[src/hdl/arx_model_filter_top_defines.svh]
// Assertion macros for the ARX model filter.
`ifndef ARX_MODEL_FILTER_TOP_DEFINES_SVH
`define ARX_MODEL_FILTER_TOP_DEFINES_SVH

// Same-cycle implication, sampled on clk, off during reset.
`define ARX_MF_ASSERT_NOW(lbl, ante, cons) \
	lbl: assert property (@(posedge clk) disable iff (!arst_n) (ante) |-> (cons)) \
		else $error("arx_model_filter check failed");

// Next-cycle implication, sampled on clk, off during reset.
`define ARX_MF_ASSERT_NEXT(lbl, ante, cons) \
	lbl: assert property (@(posedge clk) disable iff (!arst_n) (ante) |=> (cons)) \
		else $error("arx_model_filter check failed");

`endif

[src/hdl/arx_mf_pkg.sv]
// Shared types, constants and codes of the ARX model filter.
`default_nettype none
package arx_mf_pkg;

	localparam int SAMPLE_W    = 24;
	localparam int COEF_W      = 18;
	localparam int FRAC_W      = 14;
	localparam int PROD_W      = SAMPLE_W + COEF_W;
	localparam int ACC_W       = 46;
	localparam int YF_W        = ACC_W - FRAC_W;
	localparam int HIST_LEN    = 3;
	localparam int NUM_FF_TAPS = 3;
	localparam int NUM_FB_TAPS = 3;
	localparam int MAX_DELAY   = 16;
	localparam int PTR_W       = (MAX_DELAY > 1) ? $clog2(MAX_DELAY) : 1;
	localparam int DLY_W       = $clog2(MAX_DELAY + 1);
	localparam int DLY_FIELD_W = 5;
	localparam int ADDR_W      = 5;
	localparam int TAP_W       = 3;

	typedef logic signed [SAMPLE_W-1:0] sample_t;
	typedef logic signed [COEF_W-1:0]   coef_t;

	// register indexes (word address)
	typedef enum logic [2:0] {
		REG_FF0   = 3'd0,
		REG_FF1   = 3'd1,
		REG_FF2   = 3'd2,
		REG_FB1   = 3'd3,
		REG_FB2   = 3'd4,
		REG_FB3   = 3'd5,
		REG_DELAY = 3'd6,
		REG_NONE  = 3'd7
	} reg_idx_t;

	typedef enum logic [3:0] {
		S_IDLE,
		S_RD,
		S_M0,
		S_M1,
		S_M2,
		S_M3,
		S_M4,
		S_M5,
		S_FIN
	} state_t;

	// sequencer to datapath
	typedef struct packed {
		logic             start;
		logic             mul_en;
		logic [TAP_W-1:0] tap;
		logic             acc_en;
		logic             fin;
		logic             clr_ff;
		logic             clr_fb;
	} mac_ctrl_t;

	localparam sample_t SAT_MAX = {1'b0, {(SAMPLE_W-1){1'b1}}};
	localparam sample_t SAT_MIN = {1'b1, {(SAMPLE_W-1){1'b0}}};

endpackage
`default_nettype wire

[src/hdl/arx_mf_ram.sv]
// Generic simple dual-port RAM with registered, read-first output.
`default_nettype none
module arx_mf_ram #(
	parameter int WIDTH = 24,
	parameter int DEPTH = 16
) (
	input  wire logic                             clk,
	input  wire logic                             we,
	input  wire logic [$clog2(DEPTH > 1 ? DEPTH : 2)-1:0] waddr,
	input  wire logic [WIDTH-1:0]                 wdata,
	input  wire logic                             re,
	input  wire logic [$clog2(DEPTH > 1 ? DEPTH : 2)-1:0] raddr,
	output logic      [WIDTH-1:0]                 rdata
);

	logic [WIDTH-1:0] mem [DEPTH];

	always_ff @(posedge clk) begin
		if (we) begin
			mem[waddr] <= wdata;
		end
		if (re) begin
			rdata <= mem[raddr];
		end
	end

endmodule
`default_nettype wire

[src/hdl/arx_mf_mac.sv]
// Shared multiply-accumulate datapath with tap histories, rounding and saturation.
`default_nettype none
module arx_mf_mac import arx_mf_pkg::*; (
	input  wire logic      clk,
	input  wire logic      arst_n,
	input  wire mac_ctrl_t ctrl,
	input  wire sample_t   delayed,
	input  wire sample_t   noise,
	input  wire coef_t     ff_coef [HIST_LEN],
	input  wire coef_t     fb_coef [HIST_LEN],
	output sample_t        y
);

	sample_t ih_q [HIST_LEN];
	sample_t oh_q [HIST_LEN];

	logic signed [ACC_W-1:0]  acc_q;
	logic signed [PROD_W-1:0] prod_s1;
	logic                     sub_s1;

	coef_t                    mul_a;
	sample_t                  mul_b;
	logic                     mul_sub;
	logic signed [ACC_W-1:0]  prod_ext;
	logic signed [ACC_W-1:0]  sum;
	logic signed [YF_W-1:0]   y_full;
	logic [YF_W-SAMPLE_W:0]   y_hi;

	// operand select; taps past the configured order contribute nothing
	always_comb begin
		mul_a   = '0;
		mul_b   = '0;
		mul_sub = 1'b0;
		case (ctrl.tap)
			3'd0: begin
				mul_a = ff_coef[0];
				mul_b = delayed;
			end
			3'd1: begin
				mul_a = (NUM_FF_TAPS > 1) ? ff_coef[1] : '0;
				mul_b = ih_q[1];
			end
			3'd2: begin
				mul_a = (NUM_FF_TAPS > 2) ? ff_coef[2] : '0;
				mul_b = ih_q[2];
			end
			3'd3: begin
				mul_a   = fb_coef[0];
				mul_b   = oh_q[0];
				mul_sub = 1'b1;
			end
			3'd4: begin
				mul_a   = (NUM_FB_TAPS > 1) ? fb_coef[1] : '0;
				mul_b   = oh_q[1];
				mul_sub = 1'b1;
			end
			3'd5: begin
				mul_a   = (NUM_FB_TAPS > 2) ? fb_coef[2] : '0;
				mul_b   = oh_q[2];
				mul_sub = 1'b1;
			end
			default: begin
				mul_a   = '0;
				mul_b   = '0;
				mul_sub = 1'b0;
			end
		endcase
	end

	always_ff @(posedge clk) begin
		if (ctrl.mul_en) begin
			prod_s1 <= mul_a * mul_b;
			sub_s1  <= mul_sub;
		end
	end

	assign prod_ext = {{(ACC_W-PROD_W){prod_s1[PROD_W-1]}}, prod_s1};
	assign sum      = sub_s1 ? (acc_q - prod_ext) : (acc_q + prod_ext);

	// noise aligned to Q.14 with the half-LSB rounding bias folded in
	always_ff @(posedge clk) begin
		if (ctrl.start) begin
			acc_q <= {{(ACC_W-SAMPLE_W-FRAC_W){noise[SAMPLE_W-1]}}, noise,
				1'b1, {(FRAC_W-1){1'b0}}};
		end else if (ctrl.acc_en) begin
			acc_q <= sum;
		end
	end

	// floor shift, then clamp to the sample range
	assign y_full = sum[ACC_W-1:FRAC_W];
	assign y_hi   = y_full[YF_W-1:SAMPLE_W-1];

	always_comb begin
		if ((&y_hi) || !(|y_hi)) begin
			y = y_full[SAMPLE_W-1:0];
		end else if (y_full[YF_W-1]) begin
			y = SAT_MIN;
		end else begin
			y = SAT_MAX;
		end
	end

	always_ff @(posedge clk or negedge arst_n) begin
		if (!arst_n) begin
			for (int i = 0; i < HIST_LEN; i++) begin
				ih_q[i] <= '0;
				oh_q[i] <= '0;
			end
		end else begin
			if (ctrl.clr_ff) begin
				for (int i = 0; i < HIST_LEN; i++) begin
					ih_q[i] <= '0;
				end
			end else if (ctrl.mul_en && ctrl.tap == '0) begin
				ih_q[2] <= ih_q[1];
				ih_q[1] <= ih_q[0];
				ih_q[0] <= delayed;
			end
			if (ctrl.clr_fb) begin
				for (int i = 0; i < HIST_LEN; i++) begin
					oh_q[i] <= '0;
				end
			end else if (ctrl.fin) begin
				oh_q[2] <= oh_q[1];
				oh_q[1] <= oh_q[0];
				oh_q[0] <= y;
			end
		end
	end

endmodule
`default_nettype wire

[src/hdl/arx_model_filter_top.sv]
// Top level of the ARX model filter: register port, delay-line RAM, sequencer, output stage.
`default_nettype none
`include "arx_model_filter_top_defines.svh"
// Third-order ARX difference equation with a transport delay of 1 to 16 samples.
// Each transfer on the input channel carries one drive sample and one noise
// sample, and yields exactly one saturated model_output. The delay line lives
// in a 16-entry RAM with per-entry valid bits, so writing input_delay clears it
// at once with no clearing pass. In the engine, one item goes through the RAM
// read and write-back, then one step per tap, for all six taps, through the
// single shared 18x24 multiplier, and a last step to round and saturate. A
// one-item input buffer takes the next transfer while the engine runs, and the
// output register holds a result while the next item is computed; the engine
// waits in its final step only while that register is still full.
module arx_model_filter_top import arx_mf_pkg::*; (
	input  wire logic              clk,
	input  wire logic              arst_n,
	input  wire logic              psel,
	input  wire logic              penable,
	input  wire logic              pwrite,
	input  wire logic [ADDR_W-1:0] paddr,
	input  wire logic [31:0]       pwdata,
	output logic      [31:0]       prdata,
	output logic                   pready,
	input  wire logic              in_valid,
	output logic                   in_ready,
	input  wire sample_t           drive_sample,
	input  wire sample_t           noise_sample,
	output logic                   out_valid,
	input  wire logic              out_ready,
	output sample_t                model_output
);

	coef_t            ff_coef_q [HIST_LEN];
	coef_t            fb_coef_q [HIST_LEN];
	logic [DLY_W-1:0] delay_q;

	logic             cfg_wr;
	reg_idx_t         cfg_idx;
	logic [DLY_FIELD_W-1:0] dly_field;
	logic [DLY_W-1:0] dly_eff;

	logic             inbuf_valid_q;
	sample_t          drive_q;
	sample_t          noise_q;

	state_t           state_q, state_d;
	mac_ctrl_t        ctrl;
	logic             out_free;
	logic             fin_fire;

	logic [PTR_W-1:0]     ptr_q;
	logic [PTR_W-1:0]     rd_ptr;
	logic [DLY_W-1:0]     ptr_inc;
	logic [MAX_DELAY-1:0] vld_q;
	logic                 vld_rd_q;
	logic [SAMPLE_W-1:0]  ram_rdata;
	sample_t              delayed;
	logic                 rd_step;

	sample_t          y;
	sample_t          y_q;
	logic             out_valid_q;

	// register port
	assign pready  = 1'b1;
	assign cfg_wr  = psel && penable && pwrite && pready;
	assign cfg_idx = reg_idx_t'(paddr[ADDR_W-1:2]);

	assign dly_field = pwdata[DLY_FIELD_W-1:0];
	always_comb begin
		if (dly_field == '0) begin
			dly_eff = DLY_W'(1);
		end else if (32'(dly_field) > MAX_DELAY) begin
			dly_eff = DLY_W'(MAX_DELAY);
		end else begin
			dly_eff = DLY_W'(dly_field);
		end
	end

	always_ff @(posedge clk or negedge arst_n) begin
		if (!arst_n) begin
			for (int i = 0; i < HIST_LEN; i++) begin
				ff_coef_q[i] <= '0;
				fb_coef_q[i] <= '0;
			end
			delay_q <= DLY_W'(1);
		end else if (cfg_wr) begin
			case (cfg_idx)
				REG_FF0:   ff_coef_q[0] <= pwdata[COEF_W-1:0];
				REG_FF1:   ff_coef_q[1] <= pwdata[COEF_W-1:0];
				REG_FF2:   ff_coef_q[2] <= pwdata[COEF_W-1:0];
				REG_FB1:   fb_coef_q[0] <= pwdata[COEF_W-1:0];
				REG_FB2:   fb_coef_q[1] <= pwdata[COEF_W-1:0];
				REG_FB3:   fb_coef_q[2] <= pwdata[COEF_W-1:0];
				REG_DELAY: delay_q      <= dly_eff;
				default:   ;
			endcase
		end
	end

	always_comb begin
		case (cfg_idx)
			REG_FF0:   prdata = {{(32-COEF_W){ff_coef_q[0][COEF_W-1]}}, ff_coef_q[0]};
			REG_FF1:   prdata = {{(32-COEF_W){ff_coef_q[1][COEF_W-1]}}, ff_coef_q[1]};
			REG_FF2:   prdata = {{(32-COEF_W){ff_coef_q[2][COEF_W-1]}}, ff_coef_q[2]};
			REG_FB1:   prdata = {{(32-COEF_W){fb_coef_q[0][COEF_W-1]}}, fb_coef_q[0]};
			REG_FB2:   prdata = {{(32-COEF_W){fb_coef_q[1][COEF_W-1]}}, fb_coef_q[1]};
			REG_FB3:   prdata = {{(32-COEF_W){fb_coef_q[2][COEF_W-1]}}, fb_coef_q[2]};
			REG_DELAY: prdata = 32'(delay_q);
			default:   prdata = '0;
		endcase
	end

	// input buffer: one item waits here while the engine runs
	assign in_ready = !inbuf_valid_q;
	assign rd_step  = (state_q == S_RD);

	always_ff @(posedge clk or negedge arst_n) begin
		if (!arst_n) begin
			inbuf_valid_q <= 1'b0;
		end else if (in_valid && in_ready) begin
			inbuf_valid_q <= 1'b1;
		end else if (rd_step) begin
			inbuf_valid_q <= 1'b0;
		end
	end

	always_ff @(posedge clk) begin
		if (in_valid && in_ready) begin
			drive_q <= drive_sample;
			noise_q <= noise_sample;
		end
	end

	// delay line: read the oldest slot and overwrite it in the same cycle
	assign rd_ptr  = (DLY_W'(ptr_q) >= delay_q) ? '0 : ptr_q;
	assign ptr_inc = DLY_W'(rd_ptr) + DLY_W'(1);

	always_ff @(posedge clk or negedge arst_n) begin
		if (!arst_n) begin
			ptr_q <= '0;
			vld_q <= '0;
		end else if (cfg_wr && cfg_idx == REG_DELAY) begin
			ptr_q <= '0;
			vld_q <= '0;
		end else if (rd_step) begin
			ptr_q         <= (ptr_inc >= delay_q) ? '0 : ptr_inc[PTR_W-1:0];
			vld_q[rd_ptr] <= 1'b1;
		end
	end

	always_ff @(posedge clk) begin
		if (rd_step) begin
			vld_rd_q <= vld_q[rd_ptr];
		end
	end

	arx_mf_ram #(
		.WIDTH(SAMPLE_W),
		.DEPTH(MAX_DELAY)
	) u_delay_ram (
		.clk  (clk),
		.we   (rd_step),
		.waddr(rd_ptr),
		.wdata(drive_q),
		.re   (rd_step),
		.raddr(rd_ptr),
		.rdata(ram_rdata)
	);

	// a slot never written since reset or a delay change reads as zero
	assign delayed = vld_rd_q ? sample_t'(ram_rdata) : '0;

	// sequencer
	assign out_free = !out_valid_q || out_ready;
	assign fin_fire = (state_q == S_FIN) && out_free;

	always_ff @(posedge clk or negedge arst_n) begin
		if (!arst_n) begin
			state_q <= S_IDLE;
		end else begin
			state_q <= state_d;
		end
	end

	always_comb begin
		state_d     = state_q;
		ctrl        = '0;
		ctrl.clr_ff = cfg_wr && (cfg_idx == REG_FF0 || cfg_idx == REG_FF1
			|| cfg_idx == REG_FF2);
		ctrl.clr_fb = cfg_wr && (cfg_idx == REG_FB1 || cfg_idx == REG_FB2
			|| cfg_idx == REG_FB3);
		case (state_q)
			S_IDLE: begin
				if (inbuf_valid_q) begin
					state_d = S_RD;
				end
			end
			S_RD: begin
				ctrl.start = 1'b1;
				state_d    = S_M0;
			end
			S_M0: begin
				ctrl.mul_en = 1'b1;
				ctrl.tap    = TAP_W'(0);
				state_d     = S_M1;
			end
			S_M1: begin
				ctrl.mul_en = 1'b1;
				ctrl.acc_en = 1'b1;
				ctrl.tap    = TAP_W'(1);
				state_d     = S_M2;
			end
			S_M2: begin
				ctrl.mul_en = 1'b1;
				ctrl.acc_en = 1'b1;
				ctrl.tap    = TAP_W'(2);
				state_d     = S_M3;
			end
			S_M3: begin
				ctrl.mul_en = 1'b1;
				ctrl.acc_en = 1'b1;
				ctrl.tap    = TAP_W'(3);
				state_d     = S_M4;
			end
			S_M4: begin
				ctrl.mul_en = 1'b1;
				ctrl.acc_en = 1'b1;
				ctrl.tap    = TAP_W'(4);
				state_d     = S_M5;
			end
			S_M5: begin
				ctrl.mul_en = 1'b1;
				ctrl.acc_en = 1'b1;
				ctrl.tap    = TAP_W'(5);
				state_d     = S_FIN;
			end
			S_FIN: begin
				// hold until the output register can take the result
				if (out_free) begin
					ctrl.fin = 1'b1;
					state_d  = inbuf_valid_q ? S_RD : S_IDLE;
				end
			end
			default: begin
				state_d = S_IDLE;
			end
		endcase
	end

	arx_mf_mac u_mac (
		.clk    (clk),
		.arst_n (arst_n),
		.ctrl   (ctrl),
		.delayed(delayed),
		.noise  (noise_q),
		.ff_coef(ff_coef_q),
		.fb_coef(fb_coef_q),
		.y      (y)
	);

	// output register
	always_ff @(posedge clk or negedge arst_n) begin
		if (!arst_n) begin
			out_valid_q <= 1'b0;
		end else if (fin_fire) begin
			out_valid_q <= 1'b1;
		end else if (out_ready) begin
			out_valid_q <= 1'b0;
		end
	end

	always_ff @(posedge clk) begin
		if (fin_fire) begin
			y_q <= y;
		end
	end

	assign out_valid    = out_valid_q;
	assign model_output = y_q;

	`ARX_MF_ASSERT_NOW(a_ptr_in_range, 1'b1, DLY_W'(ptr_q) < delay_q)
	`ARX_MF_ASSERT_NOW(a_start_has_item, state_q == S_RD, $past(inbuf_valid_q))
	`ARX_MF_ASSERT_NEXT(a_fin_fills_out, fin_fire, out_valid_q && model_output == $past(y))
	`ARX_MF_ASSERT_NEXT(a_delay_wr_rewinds, cfg_wr && cfg_idx == REG_DELAY, ptr_q == '0 && vld_q == '0)

endmodule
`default_nettype wire

[config.mk]
export PLATFORM = sky130hd
export DESIGN_NAME = arx_model_filter_top
export DESIGN_NICKNAME = d
export VERILOG_FILES = /design/src/hdl/arx_mf_pkg.sv /design/src/hdl/arx_mf_ram.sv /design/src/hdl/arx_mf_mac.sv /design/src/hdl/arx_model_filter_top.sv
export VERILOG_INCLUDE_DIRS = /design/src /design/src/hdl
export SDC_FILE = /design/constraint.sdc
export NUM_CORES = 2
export LEC_CHECK = 0
export BUFFER_PORTS_ARGS = -buffer_cell sky130_fd_sc_hd__buf_2
export CAP_MARGIN = 20
export CORE_ASPECT_RATIO = 0.7
export CORE_UTILIZATION = 40
export DETAILED_ROUTE_END_ITERATION = 8
export HOLD_SLACK_MARGIN = 0.15
export SYNTH_ARGS = -nofsm -noshare
export SYNTH_HDL_FRONTEND = slang
export SYNTH_SLANG_ARGS = --single-unit
[constraint.sdc]
create_clock -name clk -period 18.9 [get_ports clk]
set_input_delay 2.835 -clock clk [delete_from_list [all_inputs] [get_ports clk]]
set_output_delay 2.835 -clock clk [all_outputs]
set_load 0.01 [all_outputs]
==> impl_metrics.env <==
export IMPL_syn_area_mm2=0.05325
export IMPL_fillers=12198
export IMPL_synth_top_family_by_area="adder cells"
export IMPL_viasPerCell=5.612
export IMPL_slew_headroom=0.2632
export IMPL_insertion_delay_ns=0.70
export IMPL_die_x_um=438.1
export IMPL_syn_num_nets=5654
export IMPL_yosys_area_share_xor_xnor=0.02037
export IMPL_start_kind="flip-flop"
export IMPL_wl_per_cell_um=23.04
export IMPL_hold_viol=0
export IMPL_cts_path_max_buffers=3
export IMPL_synthTopCellsByArea="edfxtp_1 31%, fa_1 16%, dfrtp_1 13%"
export IMPL_multi_input_area_mm2=0.02627
export IMPL_cts_root_buffer="clkbuf_16"
export IMPL_crit_path_frequent_cell="fa_1"
export IMPL_cp_end_kind="flip-flop"
export IMPL_netlist_area_leader_share=0.3136
export IMPL_core_mm2=0.1315
export IMPL_die_area_mm2=0.1346
export IMPL_reg2regPathDepth=26
export IMPL_path_max_fanout=27
export IMPL_layout_drive_gt1_share=0.1124
export IMPL_fin_skew_ns=0.03699
export IMPL_rows=111
export IMPL_crit_family="simple AND/OR/NAND/NOR gates"
export IMPL_ys_warn_count=0
export IMPL_fin_crit_ns=10.31
export IMPL_reg2reg_slack_ns=8.59
export IMPL_worst_pin_slew_ns=1.103
export IMPL_area_growth_pct=10.23
export IMPL_drc_errors=0
export IMPL_rr_endpoint="u_mac.prod_s1[41]$_DFFE_PN_"
export IMPL_worstHoldPathType="flip-flop to flip-flop"
export IMPL_cts_post_setup_buffers_inserted=0
export IMPL_synth_seq_area_share=0.4519
export IMPL_cts_buffers=82
export IMPL_drt_iter0_drc=4401
export IMPL_max_freq_ghz=0.09701
export IMPL_antenna_left=0
export IMPL_ctsHoldBuffers=0
export IMPL_setup_viol_count_final=0
export IMPL_rsz0062_at_grt="false"
export IMPL_synth_seq_cells=853
export IMPL_hold_path_end="u_mac.acc_q[5]$_SDFFE_PP0N_"
export IMPL_final_cell_mix="834 x nand2_1, 556 x edfxtp_1, 528 x inv_1"
export IMPL_whs_path_depth=2
export IMPL_grt_pass1_wl_um=235700
export IMPL_cts_tree="built"
export IMPL_synthArstFlopShare=0.3318
export IMPL_cts_num_sinks=853
export IMPL_critPathRequiredTime_ns=19.36
export IMPL_layout_commonest_cell="nand2_1"
export IMPL_yosys_area_top_type="edfxtp_1"
export IMPL_max_stage_delay_ns=0.84
export IMPL_gp_congestion=0.9486
export IMPL_regArea_mm2=0.02406
export IMPL_synthAdderAreaFrac=0.1988
export IMPL_clk_pin_slew_worst_paths_ns=0.06
export IMPL_h_tree_depth=3
export IMPL_syn_inst=4972
export IMPL_avgSynthCellArea_um2=10.71
export IMPL_initial_core_util=0.4048
export IMPL_status="completed"
export IMPL_worst_path_buf_inv=5
export IMPL_maxCapViolCount=0
export IMPL_vias=38240
export IMPL_ys_types=92
export IMPL_placement_io_buffers=133
export IMPL_fp_dieH_um=307.3
export IMPL_dr_pass1_iters=8
export IMPL_crit_arrival_ns=10.77
export IMPL_reg2reg_from="state_q[3]$_DFFE_PN0P_"
export IMPL_grt_pass1_vias=36923
export IMPL_ios=151
export IMPL_crit_path_top_delay_cell="nor2_2"
export IMPL_grt_max_degree=88
export IMPL_holdCritStartpoint="u_mac.acc_q[5]$_SDFFE_PP0N_"
export IMPL_crit_type="flip-flop to flip-flop"
export IMPL_tns_ns=0
export IMPL_synthSimpleGateAreaFrac=0.1216
export IMPL_finalCritPeriodShare=0.5454
export IMPL_grt_overflow=0
export IMPL_synth_mux_area_frac=0.03515
export IMPL_drv_slew=0
export IMPL_wl_um=157000
export IMPL_synth_compound_area_share=0.1121
export IMPL_cts_resized=0
export IMPL_synthFlopType="edfxtp_1"
export IMPL_antenna_found_initial=10
export IMPL_place_hpwl_um=107900
export IMPL_grtUsageTotal=0.2328
export IMPL_nets=5675
export IMPL_synth_edf_count=556
-- Yosys cell counts (28+ instances only) --
cell type,n
o221ai_1,86
dfrtp_1,282
clkbuf_1,237
nand2b_1,30
xnor2_1,102
a21o_1,37
mux2_2,124
nor3_1,35
a31oi_1,113
inv_1,531
and2_1,43
ha_1,163
nand3_1,83
mux2i_1,34
o22ai_1,44
edfxtp_1,556
a21oi_1,259
a22oi_1,48
fa_1,427
nor2_1,346
nand2_1,839
a311oi_1,28
o21ai_0,130
-- worst max path at each step --
stage	startpoint	end	cells past startpoint
2_1_floorplan	paddr[2]	prdata[18]	6
3_3_place_gp	state_q[3]$_DFFE_PN0P_	u_mac.prod_s1[41]$_DFFE_PN_	26
3_5_place_dp	state_q[3]$_DFFE_PN0P_	u_mac.prod_s1[41]$_DFFE_PN_	26
4_1_cts	state_q[3]$_DFFE_PN0P_	u_mac.prod_s1[41]$_DFFE_PN_	26
5_1_grt	state_q[3]$_DFFE_PN0P_	u_mac.prod_s1[41]$_DFFE_PN_	26
6_report	state_q[3]$_DFFE_PN0P_	u_mac.prod_s1[41]$_DFFE_PN_	26
-- logic make-up (layout without fill, tap and decap cells) --
kind of cell / count (synthesis) / in the layout
XOR/XNOR: 123 / 123
AND/OR/NAND/NOR: 1515 / 1515
adder cells (fa/ha/maj): 590 / 590
multiplexers: 164 / 164
buffers and inverters: 821 / 911
other: 1 / 2
flip-flops: 853 / 853
AO/OA/AOI/OAI: 905 / 905
-- layout make-up --
cell class / instances / area share
multi-input cells: 3298 / 0.4475
clock inverters: 46 / 0.007760
clock buffers: 107 / 0.03899
flip-flops and latches: 853 / 0.4099
diodes: 1 / 0.00004263
repair buffers: 224 / 0.02428
inverters: 534 / 0.03419
well taps: 1751 / 0.03733
-- worst reg2reg max path, cell delays in order, from the launching register on --
cell       delay (ns)
dfrtp_1          0.49
nand2b_2         0.39
buf_4            0.33
nor2_2           0.84
buf_4            0.41
a222oi_1         0.15
nand3_1          0.54
clkinv_1         0.81
nor2_1           0.34
fa_1             0.46
inv_1            0.09
fa_1             0.45
fa_1             0.47
fa_1             0.52
fa_1             0.43
fa_1             0.64
inv_1            0.08
ha_1             0.35
and3_1           0.21
and2_1           0.16
a32oi_1          0.16
o22ai_1          0.38
a41oi_1          0.23
or4_1            0.59
nand3_1          0.13
a2111oi_0        0.11
nor3b_1          0.32
-- per-stage QoR --
| step | hold WS, ns | setup slack (ns) | instance area [µm²] | instances | utilization |
|---|---|---|---|---|---|
| after floorplan | 0.4508 | 10.94 | 53250 | 4972 | - |
| after global placement | 0.4617 | 8.845 | 55840 | 6654 | 0.4245 |
| after detailed placement | 0.4709 | 8.852 | 55850 | 6655 | 0.4247 |
| after CTS | 0.4794 | 8.736 | 58590 | 6808 | 0.4455 |
| after global routing | 0.4969 | 8.179 | 58690 | 6813 | 0.4462 |
| final | 0.4759 | 8.592 | 58690 | 6814 | 0.4463 |
-- per-layer routing --
layer  up-vias  part of all wire  track usage
met5         -           0.00029            0
met4         8             0.020      0.05188
met3       180              0.11      0.06466
met2      1681              0.40       0.3169
met1     19305              0.47       0.3623
li1      17066                 -            -
-- state kept, by name (all words and copies together), names as in the netlist, 16 cells and up --
name / flops
u_delay_ram.mem: 384
u_mac.ih_q: 72
u_mac.oh_q: 72
fb_coef_q: 54
ff_coef_q: 54
u_mac.acc_q: 46
u_mac.prod_s1: 42
drive_q: 24
model_output: 24
noise_q: 24
u_delay_ram.rdata: 24
vld_q: 16
Power is not shown: default switching activity piles up to over one toggle a cycle in this logic, so the estimate is an artifact.
